--- config.mk ---
export PLATFORM = sky130hd
export DESIGN_NAME = id_alive_factorial_regs
export DESIGN_NICKNAME = d
export VERILOG_FILES = /design/src/rtl/idaf_pkg.sv /design/src/rtl/idaf_ctrl.sv /design/src/rtl/idaf_dp.sv /design/src/rtl/id_alive_factorial_regs.sv
export SDC_FILE = /design/constraint.sdc
export NUM_CORES = 1
export LEC_CHECK = 0
export ABC_AREA = 1
export BUFFER_PORTS_ARGS = -buffer_cell sky130_fd_sc_hd__buf_2
export CELL_PAD_IN_SITES_DETAIL_PLACEMENT = 0
export CELL_PAD_IN_SITES_GLOBAL_PLACEMENT = 1
export CORE_ASPECT_RATIO = 1.4
export CORE_MARGIN = 2
export CORE_UTILIZATION = 46
export CTS_CLUSTER_DIAMETER = 50
export CTS_CLUSTER_SIZE = 24
export DETAILED_ROUTE_END_ITERATION = 8
export GPL_TIMING_DRIVEN = 0
export MAX_ROUTING_LAYER = met4
export PLACE_DENSITY_LB_ADDON = 0.1
export SLEW_MARGIN = 20
export SYNTH_ARGS = -nofsm -noshare
export SYNTH_HDL_FRONTEND = slang
export SYNTH_SLANG_ARGS = --single-unit
--- constraint.sdc ---
create_clock -name clock -period 4.8 [get_ports clock]
set_input_delay 0.48 -clock clock [delete_from_list [all_inputs] [get_ports clock]]
set_output_delay 0.48 -clock clock [all_outputs]
set_load 0.02 [all_outputs]
--- src/rtl/idaf_pkg.sv ---
// ----------------------------------------------------------------------------
// idaf_pkg
// shared constants, types and state encoding for the factorial register device
// ----------------------------------------------------------------------------
package idaf_pkg;

   localparam int AddrBits = 8;
   localparam int DataBits = 32;
   localparam int CountBits = 6;

   localparam logic [AddrBits-1:0] OffIdent  = AddrBits'('h00);
   localparam logic [AddrBits-1:0] OffLive   = AddrBits'('h04);
   localparam logic [AddrBits-1:0] OffFact   = AddrBits'('h08);
   localparam logic [AddrBits-1:0] OffStatus = AddrBits'('h20);

   localparam logic [7:0]  IdentMagic   = 8'hED;
   localparam logic [15:0] IdentVersion = 16'h0100;
   localparam logic [DataBits-1:0] IdentWord = {IdentVersion, 8'h00, IdentMagic};

   // busy never shows to an access, so status always reads idle
   localparam logic [DataBits-1:0] StatusIdle = '0;

   localparam logic [DataBits-1:0] FactZeroFrom = DataBits'(34);
   localparam logic [DataBits-1:0] FactFirstLoop = DataBits'(2);

   typedef enum logic { OpRead = 1'b0, OpWrite = 1'b1 } op_type;

   typedef enum logic [1:0] {
      ST_IDLE = 2'd0,
      ST_EXEC = 2'd1,
      ST_RUN  = 2'd2
   } state_type;

   typedef struct packed {
      logic load_req;
      logic exec;
      logic step;
   } cmd_type;

   typedef struct packed {
      logic fact_loop;
      logic last_step;
   } status_type;

endpackage

--- src/rtl/idaf_ctrl.sv ---
// ----------------------------------------------------------------------------
// idaf_ctrl
// sequencer: takes a request, runs the factorial loop, fires the response strobe
// ----------------------------------------------------------------------------
module idaf_ctrl import idaf_pkg::*; (
   input  logic       clock,
   input  logic       reset,
   input  logic       start,
   output logic       busy,
   output logic       rsp_strobe,
   output cmd_type    cmd,
   input  status_type sts
);

   state_type state_ff, state_in;
   logic      strobe_ff, strobe_in;

   always_comb begin
      state_in = state_ff;
      case (state_ff)
         ST_IDLE: begin
            if (start) state_in = ST_EXEC;
         end
         ST_EXEC: begin
            if (sts.fact_loop) state_in = ST_RUN;
            else state_in = ST_IDLE;
         end
         ST_RUN: begin
            if (sts.last_step) state_in = ST_IDLE;
         end
         default: state_in = ST_IDLE;
      endcase
   end

   always_comb begin
      cmd = '0;
      strobe_in = 1'b0;
      busy = 1'b1;
      case (state_ff)
         ST_IDLE: begin
            busy = 1'b0;
            cmd.load_req = start;
         end
         ST_EXEC: begin
            cmd.exec = 1'b1;
            strobe_in = !sts.fact_loop;
         end
         ST_RUN: begin
            cmd.step = 1'b1;
            strobe_in = sts.last_step;
         end
         default: begin
            busy = 1'b1;
         end
      endcase
   end

   always_ff @(posedge clock) begin
      if (reset) begin
         state_ff  <= ST_IDLE;
         strobe_ff <= 1'b0;
      end else begin
         state_ff  <= state_in;
         strobe_ff <= strobe_in;
      end
   end

   assign rsp_strobe = strobe_ff;

endmodule

--- src/rtl/idaf_dp.sv ---
// ----------------------------------------------------------------------------
// idaf_dp
// datapath: request latch, register file, factorial multiplier, response register
// ----------------------------------------------------------------------------
module idaf_dp import idaf_pkg::*; (
   input  logic                clock,
   input  logic                reset,
   input  cmd_type             cmd,
   output status_type          sts,
   input  logic                req_operation,
   input  logic [AddrBits-1:0] req_address,
   input  logic [DataBits-1:0] req_write_data,
   output logic [DataBits-1:0] rsp_read_data
);

   op_type               op_ff;
   logic [AddrBits-1:0]  addr_ff;
   logic [DataBits-1:0]  data_ff;
   logic [DataBits-1:0]  live_ff, live_in;
   logic [DataBits-1:0]  fact_ff, fact_in;
   logic [DataBits-1:0]  acc_ff, acc_in;
   logic [CountBits-1:0] k_ff, k_in;
   logic [DataBits-1:0]  rsp_ff, rsp_in;
   logic [DataBits-1:0]  product;
   logic [DataBits-1:0]  read_word;
   logic                 fact_write;

   always_ff @(posedge clock) begin
      if (cmd.load_req) begin
         op_ff   <= op_type'(req_operation);
         addr_ff <= req_address;
         data_ff <= req_write_data;
      end
   end

   assign fact_write = (op_ff == OpWrite) && (addr_ff == OffFact);
   assign sts.fact_loop = fact_write && (data_ff >= FactFirstLoop) && (data_ff < FactZeroFrom);
   assign sts.last_step = (k_ff == data_ff[CountBits-1:0]);

   // low word of acc * k
   assign product = DataBits'(acc_ff * DataBits'(k_ff));

   always_comb begin
      case (addr_ff)
         OffIdent:  read_word = IdentWord;
         OffLive:   read_word = ~live_ff;
         OffFact:   read_word = fact_ff;
         OffStatus: read_word = StatusIdle;
         default:   read_word = '0;
      endcase
   end

   always_comb begin
      live_in = live_ff;
      fact_in = fact_ff;
      acc_in  = acc_ff;
      k_in    = k_ff;
      rsp_in  = rsp_ff;
      if (cmd.exec) begin
         rsp_in = (op_ff == OpWrite) ? '0 : read_word;
         acc_in = DataBits'(1);
         k_in   = CountBits'(2);
         if (op_ff == OpWrite && addr_ff == OffLive) live_in = data_ff;
         if (fact_write && !sts.fact_loop) begin
            // zero or one gives 1, big arguments wrap to 0
            fact_in = (data_ff < FactFirstLoop) ? DataBits'(1) : '0;
         end
      end
      if (cmd.step) begin
         acc_in = product;
         k_in   = k_ff + CountBits'(1);
         if (sts.last_step) begin
            fact_in = product;
            rsp_in  = '0;
         end
      end
   end

   always_ff @(posedge clock) begin
      if (reset) begin
         live_ff <= '0;
         fact_ff <= '0;
      end else begin
         live_ff <= live_in;
         fact_ff <= fact_in;
      end
   end

   always_ff @(posedge clock) begin
      acc_ff <= acc_in;
      k_ff   <= k_in;
      rsp_ff <= rsp_in;
   end

   assign rsp_read_data = rsp_ff;

endmodule

--- src/rtl/id_alive_factorial_regs.sv ---
// ----------------------------------------------------------------------------
// id_alive_factorial_regs
// memory-mapped device with identity, liveness and factorial registers
// ----------------------------------------------------------------------------
// a plain read or write is latched into the request registers, then answered in the
// exec state through the registered response; a factorial write of n in 2..33 also
//   runs the one-multiply-per-cycle loop in the datapath before it answers
// requests do not overlap: busy stays high until the previous one is answered
// reset (synchronous, active high) clears liveness and factorial words to zero
// responses are single-cycle strobes; the receiver cannot stall them
module id_alive_factorial_regs import idaf_pkg::*; (
   input  logic                clock,
   input  logic                reset,
   // request side
   input  logic                start,
   output logic                busy,
   input  logic                req_operation,
   input  logic [AddrBits-1:0] req_address,
   input  logic [DataBits-1:0] req_write_data,
   // response side
   output logic                rsp_strobe,
   output logic [DataBits-1:0] rsp_read_data
);

   // commands from sequencer to datapath, status back
   cmd_type    cmd;
   status_type sts;

   // sequencer: idle -> exec -> (run for factorial loops) -> idle
   idaf_ctrl u_ctrl (
      .clock      (clock),
      .reset      (reset),
      .start      (start),
      .busy       (busy),
      .rsp_strobe (rsp_strobe),
      .cmd        (cmd),
      .sts        (sts)
   );

   // datapath holds the latched request, registers and the multiplier
   idaf_dp u_dp (
      .clock          (clock),
      .reset          (reset),
      .cmd            (cmd),
      .sts            (sts),
      .req_operation  (req_operation),
      .req_address    (req_address),
      .req_write_data (req_write_data),
      .rsp_read_data  (rsp_read_data)
   );

endmodule
==> metrics.md, run 1 <==
| Metric | Value |
|---|---|
| Worst slew pin tran | `0.6838 ns` |
| # Max-Cap Violations | `0` |
| Critical Path End Type | `flip-flop` |
| PortBufs | `77` |
| Worst-Skew Late Latency | `0.45 ns` |
| Number of diodes | `0` |
| Highest Clock Rate | `0.2202 GHz` |
| Cell taking the most area after synthesis | `edfxtp_1` |
| Ranking of synthesized cells by area | `edfxtp_1, fa_1, dfxtp_1` |
| Starting Density | `0.4663` |
| Hold WS | `0.2014 ns` |
| Crit-path leading delay family | `adder cells` |
| Max stage delay on crit path | `0.54 ns` |
| Post-DP HPWL | `31,280 um` |
| Placed instance count | `2,204` |
| CTS Buffer Depth | `2` |
| R2R Setup Slk | `0.26 ns` |
| CP max stage cell | `fa_1` |
| Synth-to-layout area growth | `11.95%` |
| Tmin final | `4.541 ns` |
| H-tree depth | `4` |
| Total number of vias | `11,073` |
| Critical Path Start Type | `flip-flop` |
| Post-synth ARST share | `0` |
| Placeable Area | `28,310 sq um` |
| Mapped Avg Cell Area | `7.545 sq um` |
| Most used cell, CP | `inv_1` |
| Worst-path clk slew | `0.07 ns` |
| Total CTS buffers | `17` |
| Crit Path Max Fanout | `10` |
| Nets | `2,042` |
| Clk_skew | `0.01078 ns` |
| Status | `complete, no violations` |
| Number of top-level pins | `78` |
| P_int | `0.002896 W` |
| Leakage power | `7.910 nW` |
| Clock Sinks | `178` |
| CTS tree | `done` |
| Die extent in x | `147.2 um` |
| Power consumption | `0.004605 W` |
| Crit Path Class | `reg -> reg` |
| Initial antenna violation count | `0` |
| Max-slew violation count | `0` |
| Mapped Cells | `1,750` |
| Critical Path AT | `4.89 ns` |
| DRC | `0` |
| Slew HR | `0.5442` |
| Non-Filler Instances | `2,239` |
| Final WL | `38,510 um` |
| Worst min-delay path category | `in -> reg` |
| Worst hold stages | `1` |
| Die area | `30,100 sq um` |
| Wire per inst | `17.20 um` |
| Pwr per Cell Area | `311.5 nW/um^2` |
| WP buf/inv | `6` |
| Final WS setup | `0.2592 ns` |
| Chip height | `204.5 um` |
| First-pass GRT wire length | `62,320 um` |
| VDD IR max | `0.3021 mV` |
| Vias in the first global route | `11,670` |
| Comb pwr share | `0.339` |
| Area of the mapped netlist | `13,200 sq um` |
| CTS root buf | `clkbuf_16` |
| Via density | `4.946` |
| Clk pwr share | `0.303` |
| Share of cells above drive strength 1 | `0.09496` |
| Synth Register Bits | `178` |
| Sw frac | `0.3712` |
| Gpl congestion | `0.9488` |
| Reg-to-reg endpoint | `u_dp.fact_ff[22]$_SDFF_PP0_` |
| Grt ovf | `0` |
| FF-to-FF Start | `u_dp.k_ff[4]$_SDFFCE_PP0P_` |
| Worst reg2reg path depth | `19` |
| Hold Fails Final Rpt | `0` |
| Hold endpoint | `u_dp.data_ff[4]$_DFFE_PP_` |
| Final Setup Violations | `0` |
| Worst hold start | `req_write_data[4]` |
| Cell Chain, Critical Path | `buf_4, buf_4, nand2_1, inv_1, fa_1, fa_1, inv_1, fa_1, inv_1, ha_1, nand2_1, nor2_1, inv_1, nor2_2, nand4_1, nand4_1, nand3_1, nand2_1, nor2_1` |
| Pin count of the biggest net entering global routing | `38` |
| Place WS | `-0.6894 ns` |
| Synth unique cells | `40` |
| Primary FF master, synth | `dfxtp_1` |
| First drt pass iteration count | `5` |
| Syn nets | `1,941` |
| DRT iter0 DRCs | `597` |
| Sequential Power Share | `0.359` |
| Worst Path Required | `5.14 ns` |
| Post-synthesis sequential area ratio | `0.3298` |
| Yosys Warn Count | `0` |
| FP Rows | `73` |
| Number of flops mapped to enable cells by yosys | `79` |
| Final Cycle Share | `0.9460` |
| Synth top area share | `0.1797` |
| Aggregate global-route resource usage | `0.2805` |
| RSZ-0062 raised after global routing | `false` |
| Detail Route Antenna Nets | `0` |
| Switch Pwr | `0.001709 W` |
[cell families after synthesis]
| family | share of synthesized area |
|---|---|
| buffers and inverters | 0.1526 |
| XOR/XNOR | 0.009287 |
| AND/OR/NAND/NOR | 0.2216 |
| AO/OA/AOI/OAI | 0.08547 |
| adder cells (fa/ha/maj) | 0.2013 |
| flip-flops | 0.3298 |
[worst register-to-register path, delay by kind of cell, from the launching register on]
kind / cells / cell delay (ns)
flip-flops: 1 / 0.38
AND/OR/NAND/NOR: 9 / 1.30
adder cells (fa/ha/maj): 4 / 1.92
buffers and inverters: 6 / 0.82
[per-layer routing]
layer	track usage	share of wire	vias up	wire, um
met4	0.1123	0.040	0	1543
met3	0.03013	0.030	77	1143
li1	-	-	5525	-
met2	0.5242	0.54	234	20950
met1	0.3021	0.39	5237	14880
met5	-	0	-	0
[flip-flops by register name (all words and copies together), names as in the netlist]
register	cells
u_ctrl.rsp_strobe	1
u_ctrl.state_ff	2
u_dp.acc_ff	32
u_dp.addr_ff	8
u_dp.data_ff	32
u_dp.fact_ff	32
u_dp.k_ff	6
u_dp.live_ff	32
u_dp.op_ff	1
u_dp.rsp_read_data	32
[layout make-up]
cell class | instances | area, sq um
clock buffers | 20 | 466.7
clock inverters | 12 | 120.1
multi-input cells | 1050 | 6862
well taps | 375 | 469.2
plain buffers | 63 | 327.8
flip-flops and latches | 178 | 4354
fillers | 2880 | 13530
inverters | 458 | 1719
repair buffers | 83 | 462.9
[cell usage after synthesis, types with 2 or more instances]
master / count
inv_1: 455
nand2_1: 419
nor2_1: 150
fa_1: 109
dfxtp_1: 99
edfxtp_1: 79
nand3_1: 74
a21oi_1: 73
ha_1: 38
a22oi_1: 32
clkbuf_1: 27
a211oi_1: 25
o22ai_1: 25
nor3_1: 21
buf_2: 17
nand4_1: 16
buf_1: 12
o21ai_0: 12
xnor2_1: 8
buf_4: 7
nor4_1: 7
o221ai_1: 7
xor2_1: 6
or2_1: 5
and2_1: 4
nor2_2: 4
o21bai_1: 3
a21o_1: 2
inv_2: 2
nor2_4: 2
[per-stage QoR]
step                cell area, sq um  setup TNS (ns)    util
floorplan                      13200               0       -
global placement               14060          -25.62  0.4965
detailed placement             14110          -22.89  0.4983
CTS                            14730               0  0.5203
global route                   14780               0  0.5221
finish                         14780               0  0.5221
[how the worst max path moves through the flow]
stage	from	end	slack [ns]	depth (start not counted)
final	u_dp.k_ff[4]$_SDFFCE_PP0P_	u_dp.fact_ff[22]$_SDFF_PP0_	0.26	19
after global routing	u_dp.k_ff[4]$_SDFFCE_PP0P_	u_dp.acc_ff[21]$_SDFFCE_PP0P_	0.001	18
after CTS	u_dp.k_ff[3]$_SDFFCE_PP0P_	u_dp.acc_ff[31]$_SDFFCE_PP0P_	0.008	20
after detailed placement	u_dp.k_ff[3]$_SDFFCE_PP0P_	u_dp.acc_ff[31]$_SDFFCE_PP0P_	-0.69	21
after global placement	u_dp.k_ff[3]$_SDFFCE_PP0P_	u_dp.acc_ff[22]$_SDFFCE_PP0P_	-0.74	17
after floorplan	u_dp.k_ff[3]$_SDFFCE_PP0P_	u_dp.acc_ff[31]$_SDFFCE_PP0P_	0.71	20
[timing repair]
action,in CTS,in global routing
pin swaps,0,1
resized for setup,14,30
hold buffers,0,0
endpoints found under the setup margin,52,45
endpoints found under the hold margin,0,0
setup buffers,3,1
[cells in the final DEF, fill, tap and decap left out, types with 21 or more instances in the layout]
cell        n
nor3_1     21
edfxtp_1   79
nand3_1    73
fa_1      109
a211oi_1   25
a21oi_1    72
dfxtp_1    99
buf_2      93
o22ai_1    25
a22oi_1    32
nor2_1    148
inv_1     454
nand2_1   418
ha_1       36
[power by group through the flow]
stage	Clock, W	Combinational (W)	Sequential (W)
floorplan	0	0.00111	0.00167
global placement	0	0.00152	0.00169
detailed placement	0	0.00153	0.00169
CTS	0.00142	0.00155	0.00165
global route	0.00147	0.00179	0.00166
finish	0.00139	0.00156	0.00165
Note: power is estimated with default switching activity, not from simulation.
==> run 2: changes to the inputs <==
Settings changed: PLACE_DENSITY set to 0.87, PLACE_DENSITY_LB_ADDON 0.1 to unset.
==> run 2 against run 1 <==
Effect of this change: critical path depth is 1 higher; non-clock buffer count decreased by 1; power is essentially flat; cell count hardly changed; largest power group unchanged; global-route usage fell by 1.0 points; die area unchanged; first-iteration DRC count rose by 4.4%; combinational power about the same; critical path type unchanged; critical endpoint is now u_dp.acc_ff[31]$_SDFFCE_PP0P_.
==> metrics.md, run 2 (synthesis gave the netlist of run 1 again) <==
| Metric | Value |
|---|---|
| Switch Pwr | `0.001735 W (was 0.001709 W)` |
| RSZ-0062 raised after global routing | `true (was false)` |
| Total CTS buffers | `17 (unchanged)` |
| Critical Path AT | `4.74 ns (was 4.89 ns)` |
| Final WS setup | `0.2316 ns (was 0.2592 ns)` |
| Pwr per Cell Area | `311.1 nW/um^2 (was 311.5 nW/um^2)` |
| Comb pwr share | `0.340 (was 0.339)` |
| Nets | `2,041 (was 2,042)` |
| Crit Path Class | `reg -> reg (unchanged)` |
| Highest Clock Rate | `0.2189 GHz (was 0.2202 GHz)` |
| Hold Fails Final Rpt | `0 (unchanged)` |
| Final Cycle Share | `0.9517 (was 0.9460)` |
| Status | `complete, no violations (unchanged)` |
| Via density | `4.954 (was 4.946)` |
| P_int | `0.002867 W (was 0.002896 W)` |
| Power consumption | `0.004602 W (was 0.004605 W)` |
| PortBufs | `77 (unchanged)` |
| Grt ovf | `0 (unchanged)` |
| Wire per inst | `16.80 um (was 17.20 um)` |
| Number of diodes | `0 (unchanged)` |
| Most common cell after layout, fill and taps aside | `inv_1 (unchanged)` |
| DRC | `0 (unchanged)` |
| Sw frac | `0.3770 (was 0.3712)` |
| Chip height | `204.5 um (unchanged)` |
| Final Setup Violations | `0 (unchanged)` |
| Pin count of the biggest net entering global routing | `38 (unchanged)` |
| VDD IR max | `0.3518 mV (was 0.3021 mV)` |
| Clk pwr share | `0.301 (was 0.303)` |
| Die area | `30,100 sq um (unchanged)` |
| CTS root buf | `clkbuf_16 (unchanged)` |
| Worst-Skew Late Latency | `0.44 ns (was 0.45 ns)` |
| Aggregate global-route resource usage | `0.2704 (was 0.2805)` |
| Critical Path End Type | `flip-flop (unchanged)` |
| # Max-Cap Violations | `0 (unchanged)` |
| Die extent in x | `147.2 um (unchanged)` |
| First drt pass iteration count | `5 (unchanged)` |
| Placeable Area | `28,310 sq um (unchanged)` |
| Tmin final | `4.568 ns (was 4.541 ns)` |
| Post-DP HPWL | `30,940 um (was 31,280 um)` |
| Sequential Power Share | `0.359 (about the same)` |
| FP Rows | `73 (unchanged)` |
| Clk_skew | `0.008785 ns (was 0.01078 ns)` |
| Worst min-delay path category | `in -> reg (unchanged)` |
| Worst slew pin tran | `0.6475 ns (was 0.6838 ns)` |
| # fillers | `2,776 (was 2,880)` |
| First-pass GRT wire length | `60,660 um (was 62,320 um)` |
| Worst Path Required | `4.97 ns (was 5.14 ns)` |
| Post-layout util | `0.5225 (was 0.5221)` |
| Share of cells above drive strength 1 | `0.09877 (was 0.09496)` |
| Number of top-level pins | `78 (unchanged)` |
| Gpl congestion | `0.9324 (was 0.9488)` |
| Total number of vias | `11,087 (was 11,073)` |
| CTS tree | `done (unchanged)` |
| Leakage power | `7.902 nW (was 7.910 nW)` |
| R2R Setup Slk | `0.23 ns (was 0.26 ns)` |
| Crit Path Max Fanout | `10 (unchanged)` |
| Final WL | `37,600 um (was 38,510 um)` |
| Place WS | `-0.7014 ns (was -0.6894 ns)` |
| Critical Path Start Type | `flip-flop (unchanged)` |
| Commonest cells after routing, fill and taps aside | `inv_1, nand2_1, nor2_1 (unchanged)` |
| Vias in the first global route | `11,663 (was 11,670)` |
| Slew HR | `0.5683 (was 0.5442)` |
| Worst-path clk slew | `0.07 ns (about the same)` |
| CTS Buffer Depth | `2 (unchanged)` |
| Detail Route Antenna Nets | `0 (unchanged)` |
| Starting Density | `0.4663 (unchanged)` |
| DRT iter0 DRCs | `623 (was 597)` |
| Synth-to-layout area growth | `12.05% (was 11.95%)` |
| Max-slew violation count | `0 (unchanged)` |
| Initial antenna violation count | `0 (unchanged)` |
| H-tree depth | `4 (unchanged)` |
| Clock Sinks | `178 (unchanged)` |
run 2: cell types whose count changed in the layout (fill, tap and decap cells not counted), moves of 2 or more:
| cell | before | now |
|---|---|---|
| nand2_2 | 1 | 4 |
| nor2_1 | 148 | 145 |
| clkbuf_4 | 2 | 4 |
| buf_4 | 16 | 14 |
| clkbuf_8 | 3 | 0 |
| nor2_2 | 5 | 8 |
| inv_8 | 2 | 4 |
| nor3_1 | 21 | 19 |
| buf_2 | 93 | 91 |
| nor3_2 | 1 | 3 |
| nand2_1 | 418 | 415 |
run 2: worst paths after layout:
| path | start | cells after the start | to |
|---|---|---|---|
| hold reg to reg | u_dp.fact_ff[18]$_SDFF_PP0_ | 2 | u_dp.fact_ff[18]$_SDFF_PP0_ |
| setup / recovery | u_dp.k_ff[5]$_SDFFCE_PP0P_ | 20 | u_dp.acc_ff[31]$_SDFFCE_PP0P_ |
| setup reg to reg | u_dp.k_ff[5]$_SDFFCE_PP0P_ | 20 | u_dp.acc_ff[31]$_SDFFCE_PP0P_ |
| hold / removal | req_write_data[4] | 1 | u_dp.data_ff[4]$_DFFE_PP_ |
run 2: cell type report:
class	instances	area, sq um	share of cell area
Inverter	458	1719	0.1162
Tap cell	375	469.2	0.03171
Multi-Input combinational cell	1050	6892	0.4658
Buffer	63	330.3	0.02233
Timing Repair Buffer	82	455.4	0.03078
Sequential cell	178	4354	0.2943
Clock inverter	14	146.4	0.009894
Clock buffer	18	429.2	0.02901
run 2: layer usage:
metal,track usage,vias up,share of wire
met5,-,-,0
met4,0.1370,0,0.053
met3,0.03147,80,0.031
met2,0.4980,239,0.53
met1,0.2842,5240,0.38
li1,-,5528,-
run 2: what timing repair did:
action | CTS | global route
setup buffers | 3 | 0
endpoints found under the setup margin | 52 | 46
hold buffers | 0 | 0
resized for setup | 11 | 38
pin swaps | 0 | 1
run 2: worst max-delay path, cell delays in order (launching register included):
cell and delay [ns]:
edfxtp_1 0.43, buf_4 0.22, clkbuf_4 0.24, nand2_1 0.08, inv_1 0.06, fa_1 0.52
fa_1 0.56, inv_1 0.06, fa_1 0.54, inv_1 0.04, ha_1 0.35, nand2_1 0.17
inv_1 0.09, a21oi_2 0.23, nand3_1 0.22, nand2_1 0.15, inv_1 0.05, nor2_1 0.08
nand2_1 0.07, nand2_1 0.09, nor2_1 0.04
run 2: through the flow:
stage	TNS [ns]	hold WS (ns)	instance area, sq um	std cells
final	0	0.2088	14800	2238
after global routing	-0.03742	0.1931	14800	2238
after CTS	0	0.1968	14720	2238
after detailed placement	-23.45	0.4457	14110	2204
after global placement	-22.27	0.4454	14060	2202
after floorplan	0	0.4344	13200	1750
run 2: power groups by stage:
stage          Sequential [W]  Clock, W  Combinational, W
2_1_floorplan         0.00167         0           0.00111
3_3_place_gp          0.00169         0           0.00151
3_5_place_dp          0.00169         0           0.00152
4_1_cts               0.00165   0.00141           0.00154
5_1_grt               0.00166   0.00146           0.00179
6_report              0.00165   0.00139           0.00156
==> run 3: changes to the inputs <==
Settings changed: ABC_AREA 1 to unset, CORE_UTILIZATION 46 to 52, PLACE_DENSITY 0.87 to 0.92.
Clock period 4.8 ns to 5.6 ns, I/O delays scaled along.
==> run 3 against run 2 <==
Effect of this change: via count shrank 17%; clock power shrank 8%; sequential power shrank 13%; clock skew grew 0.0045 ns; cell count shrank 25%; sequential share of layout area grew 2.9 points; largest cell class unchanged; largest power group is now combinational cells; highest routed layer unchanged.
==> metrics.md, run 3 <==
| Metric | Value |
|---|---|
| RSZ-0062 raised after global routing | `true (unchanged)` |
| Status | `complete, no violations (unchanged)` |
| Met3 Usage GRT | `0.03364 (was 0.03147)` |
| Initial antenna violation count | `0 (unchanged)` |
| # Max-Cap Violations | `0 (unchanged)` |
| Cell Chain, Critical Path | `clkbuf_1, and2_1, fa_1, fa_1, inv_1, fa_1, inv_1, ha_1, nand2_1, o32ai_1, o21ai_0, a21oi_1, a31oi_1, xnor2_1, and2_1 (was buf_4, clkbuf_4, nand2_1, inv_1, fa_1, fa_1, inv_1, fa_1, inv_1, ha_1, nand2_1, inv_1, a21oi_2, nand3_1, nand2_1, inv_1, nor2_1, nand2_1, nand2_1, nor2_1)` |
| First drt pass iteration count | `5 (unchanged)` |
| Critical Path Start Type | `flip-flop (unchanged)` |
| Synth top area share | `0.1978 (was 0.1797)` |
| Share of cells above drive strength 1 | `0.09666 (was 0.09877)` |
| CTS Buffer Depth | `2 (unchanged)` |
| Placeable Area | `22,610 sq um (was 28,310 sq um)` |
| Hold WS | `0.2984 ns (was 0.2088 ns)` |
| Starting Density | `0.5305 (was 0.4663)` |
| Placed instance count | `1,645 (was 2,204)` |
| Clk_skew | `0.01330 ns (was 0.008785 ns)` |
| Crit Path Max Fanout | `10 (unchanged)` |
| Synth-to-layout area growth | `12.30% (was 12.05%)` |
| Clock Sinks | `178 (unchanged)` |
| DRC | `0 (unchanged)` |
| Highest Clock Rate | `0.1852 GHz (was 0.2189 GHz)` |
| Synth unique cells | `54 (was 40)` |
| Die extent in x | `132.4 um (was 147.2 um)` |
| Max-slew violation count | `0 (unchanged)` |
| Post-DP HPWL | `23,720 um (was 30,940 um)` |
| Worst slew pin tran | `0.8143 ns (was 0.6475 ns)` |
| Syn nets | `1,456 (was 1,941)` |
| Worst Path Required | `5.90 ns (was 4.97 ns)` |
| Met2 Use GR | `0.4831 (was 0.4980)` |
| VDD IR max | `0.4068 mV (was 0.3518 mV)` |
| Number of diodes | `0 (unchanged)` |
| Most common cell after layout, fill and taps aside | `and2_1 (was inv_1)` |
| CTS root buf | `clkbuf_16 (unchanged)` |
| Pwr per Cell Area | `309.5 nW/um^2 (was 311.1 nW/um^2)` |
| Number of top-level pins | `78 (unchanged)` |
| Cell taking the most area after synthesis | `edfxtp_1 (unchanged)` |
| Top-count cell post-synth | `and2_1 (was inv_1)` |
| Power consumption | `0.004169 W (was 0.004602 W)` |
| Worst-path clk slew | `0.07 ns (about the same)` |
| CP max stage cell | `o32ai_1 (was fa_1)` |
| DRT iter0 DRCs | `496 (was 623)` |
| Yosys Warn Count | `0 (unchanged)` |
| Vias in the first global route | `9,791 (was 11,663)` |
| Area of the mapped netlist | `11,990 sq um (was 13,200 sq um)` |
| Nets | `1,554 (was 2,041)` |
| Grt ovf | `0 (unchanged)` |
| Tmin final | `5.399 ns (was 4.568 ns)` |
| H-tree depth | `4 (unchanged)` |
| Mapped Avg Cell Area | `9.481 sq um (was 7.545 sq um)` |
| PortBufs | `77 (unchanged)` |
| Crit-path leading delay family | `adder cells (unchanged)` |
| Hold Fails Final Rpt | `0 (unchanged)` |
| FP Rows | `65 (was 73)` |
| Pin count of the biggest net entering global routing | `37 (was 38)` |
| Via density | `5.473 (was 4.954)` |
| Final Setup Violations | `0 (unchanged)` |
| Commonest cells after routing, fill and taps aside | `and2_1, nand2_1, inv_1 (was inv_1, nand2_1, nor2_1)` |
| Primary FF master, synth | `dfxtp_1 (unchanged)` |
| Number of flops mapped to enable cells by yosys | `79 (unchanged)` |
| Chip height | `183.7 um (was 204.5 um)` |
| Final WL | `30,010 um (was 37,600 um)` |
| Post-synthesis sequential area ratio | `0.3630 (was 0.3298)` |
| Ranking of synthesized cells by area | `edfxtp_1, fa_1, dfxtp_1 (unchanged)` |
| Non-Filler Instances | `1,677 (was 2,238)` |
| Critical Path AT | `5.69 ns (was 4.74 ns)` |
| Final Cycle Share | `0.9641 (was 0.9517)` |
| Worst min-delay path category | `in -> reg (unchanged)` |
| Synth Register Bits | `178 (unchanged)` |
| Slew HR | `0.4526 (was 0.5683)` |
| CTS tree | `done (unchanged)` |
| Detail Route Antenna Nets | `0 (unchanged)` |
| Worst-Skew Late Latency | `0.44 ns (about the same)` |
| Die area | `24,310 sq um (was 30,100 sq um)` |
| Synth top cells by count | `and2_1, nand2_1, inv_1 (was inv_1, nand2_1, nor2_1)` |
| Total CTS buffers | `17 (unchanged)` |
| Crit Path Class | `reg -> reg (unchanged)` |
| Wire per inst | `17.90 um (was 16.80 um)` |
| Aggregate global-route resource usage | `0.2684 (was 0.2704)` |
| Post-synth ARST share | `0 (unchanged)` |
| Post-cts hold buffer count | `0 (unchanged)` |
| First-pass GRT wire length | `49,430 um (was 60,660 um)` |
| Busiest grt layer | `met2 (unchanged)` |
| Max stage delay on crit path | `0.58 ns (was 0.56 ns)` |
| M1 GR Usage | `0.2978 (was 0.2842)` |
| Leakage power | `5.764 nW (was 7.902 nW)` |
| Gpl congestion | `0.9379 (was 0.9324)` |
| Total number of vias | `9,179 (was 11,087)` |
| WP buf/inv | `3 (was 7)` |
| Mapped Cells | `1,265 (was 1,750)` |
| Post-layout util | `0.5957 (was 0.5225)` |
| Critical Path End Type | `flip-flop (unchanged)` |
| Most used cell, CP | `fa_1` |
run 3: cell types whose count changed after synthesis, moves of 39 or more:
cell	delta
and2_1	+166
inv_1	-310
o21ai_0	+39
nor2_1	-77
nand2_1	-266
nand3_1	-64
run 3: cells by family (layout without fill, tap and decap cells):
group,count (synthesis),count (layout),share of synthesized area
AO/OA/AOI/OAI,230,230,0.1238
XOR/XNOR,43,43,0.03140
adder cells (fa/ha/maj),147,147,0.2216
buffers and inverters,207,318,0.06603
flip-flops,178,178,0.3630
multiplexers,1,1,0.0009388
AND/OR/NAND/NOR,459,459,0.1932
run 3: worst register-to-register path, cell delays in order (launching register included):
cell      delay, ns
edfxtp_1       0.52
clkbuf_1       0.42
and2_1         0.24
fa_1           0.44
fa_1           0.56
inv_1          0.06
fa_1           0.54
inv_1          0.04
ha_1           0.39
nand2_1        0.14
o32ai_1        0.58
o21ai_0        0.33
a21oi_1        0.33
a31oi_1        0.15
xnor2_1        0.33
and2_1         0.20
run 3: per-stage QoR:
step           setup TNS (ns)  instance area (sq um)  worst slack (ns)
3_5_place_dp           -3.879                  12800           -0.5814
4_1_cts                     0                  13450           0.02352
3_3_place_gp           -4.370                  12760           -0.6316
2_1_floorplan               0                  11990            0.9127
5_1_grt             -0.009734                  13470         -0.009734
6_report                    0                  13470            0.2012
run 3: path summary, 6_finish.rpt:
| check | start | end | slack [ns] | cells after the start |
|---|---|---|---|---|
| min reg2reg | u_dp.live_ff[21]$_SDFFE_PP0P_ | u_dp.live_ff[21]$_SDFFE_PP0P_ | 0.45 | 2 |
| max reg2reg | u_dp.k_ff[5]$_SDFFCE_PP0P_ | u_dp.acc_ff[24]$_SDFFCE_PP0P_ | 0.20 | 15 |
| min | req_write_data[0] | u_dp.data_ff[0]$_DFFE_PP_ | 0.30 | 1 |
| max | u_dp.k_ff[5]$_SDFFCE_PP0P_ | u_dp.acc_ff[24]$_SDFFCE_PP0P_ | 0.20 | 15 |
run 3: area by class of cell:
type                       instances  area, sq um
fill                            2010         9140
multi-input combinational        880         6863
sequential                       178         4354
inverter                         145        544.3
clock buffer                      19        452.9
timing repair buffer              81        440.4
tap                              301        376.6
buffer                            60        255.2
clock inverter                    13        182.7
run 3: metal layers:
| layer | routed length, um | up-vias |
|---|---|---|
| met2 | 15690 | 268 |
| met3 | 1131 | 85 |
| li1 | - | 4358 |
| met5 | 0 | - |
| met1 | 11980 | 4468 |
| met4 | 1204 | 0 |
run 3: timing repair:
item                                    4_1_cts  5_1_grt
endpoints found under the setup margin       22        9
resized for setup                             4       19
buffers inserted                              2        0
pin swaps                                     0        0
run 3: power by group:
| group | switching (W) | internal (W) |
|---|---|---|
| combinational | 0.000924 | 0.000540 |
| clock | 0.000505 | 0.000770 |
| sequential | 0.0000355 | 0.00139 |
| total | 0.00146 | 0.00270 |
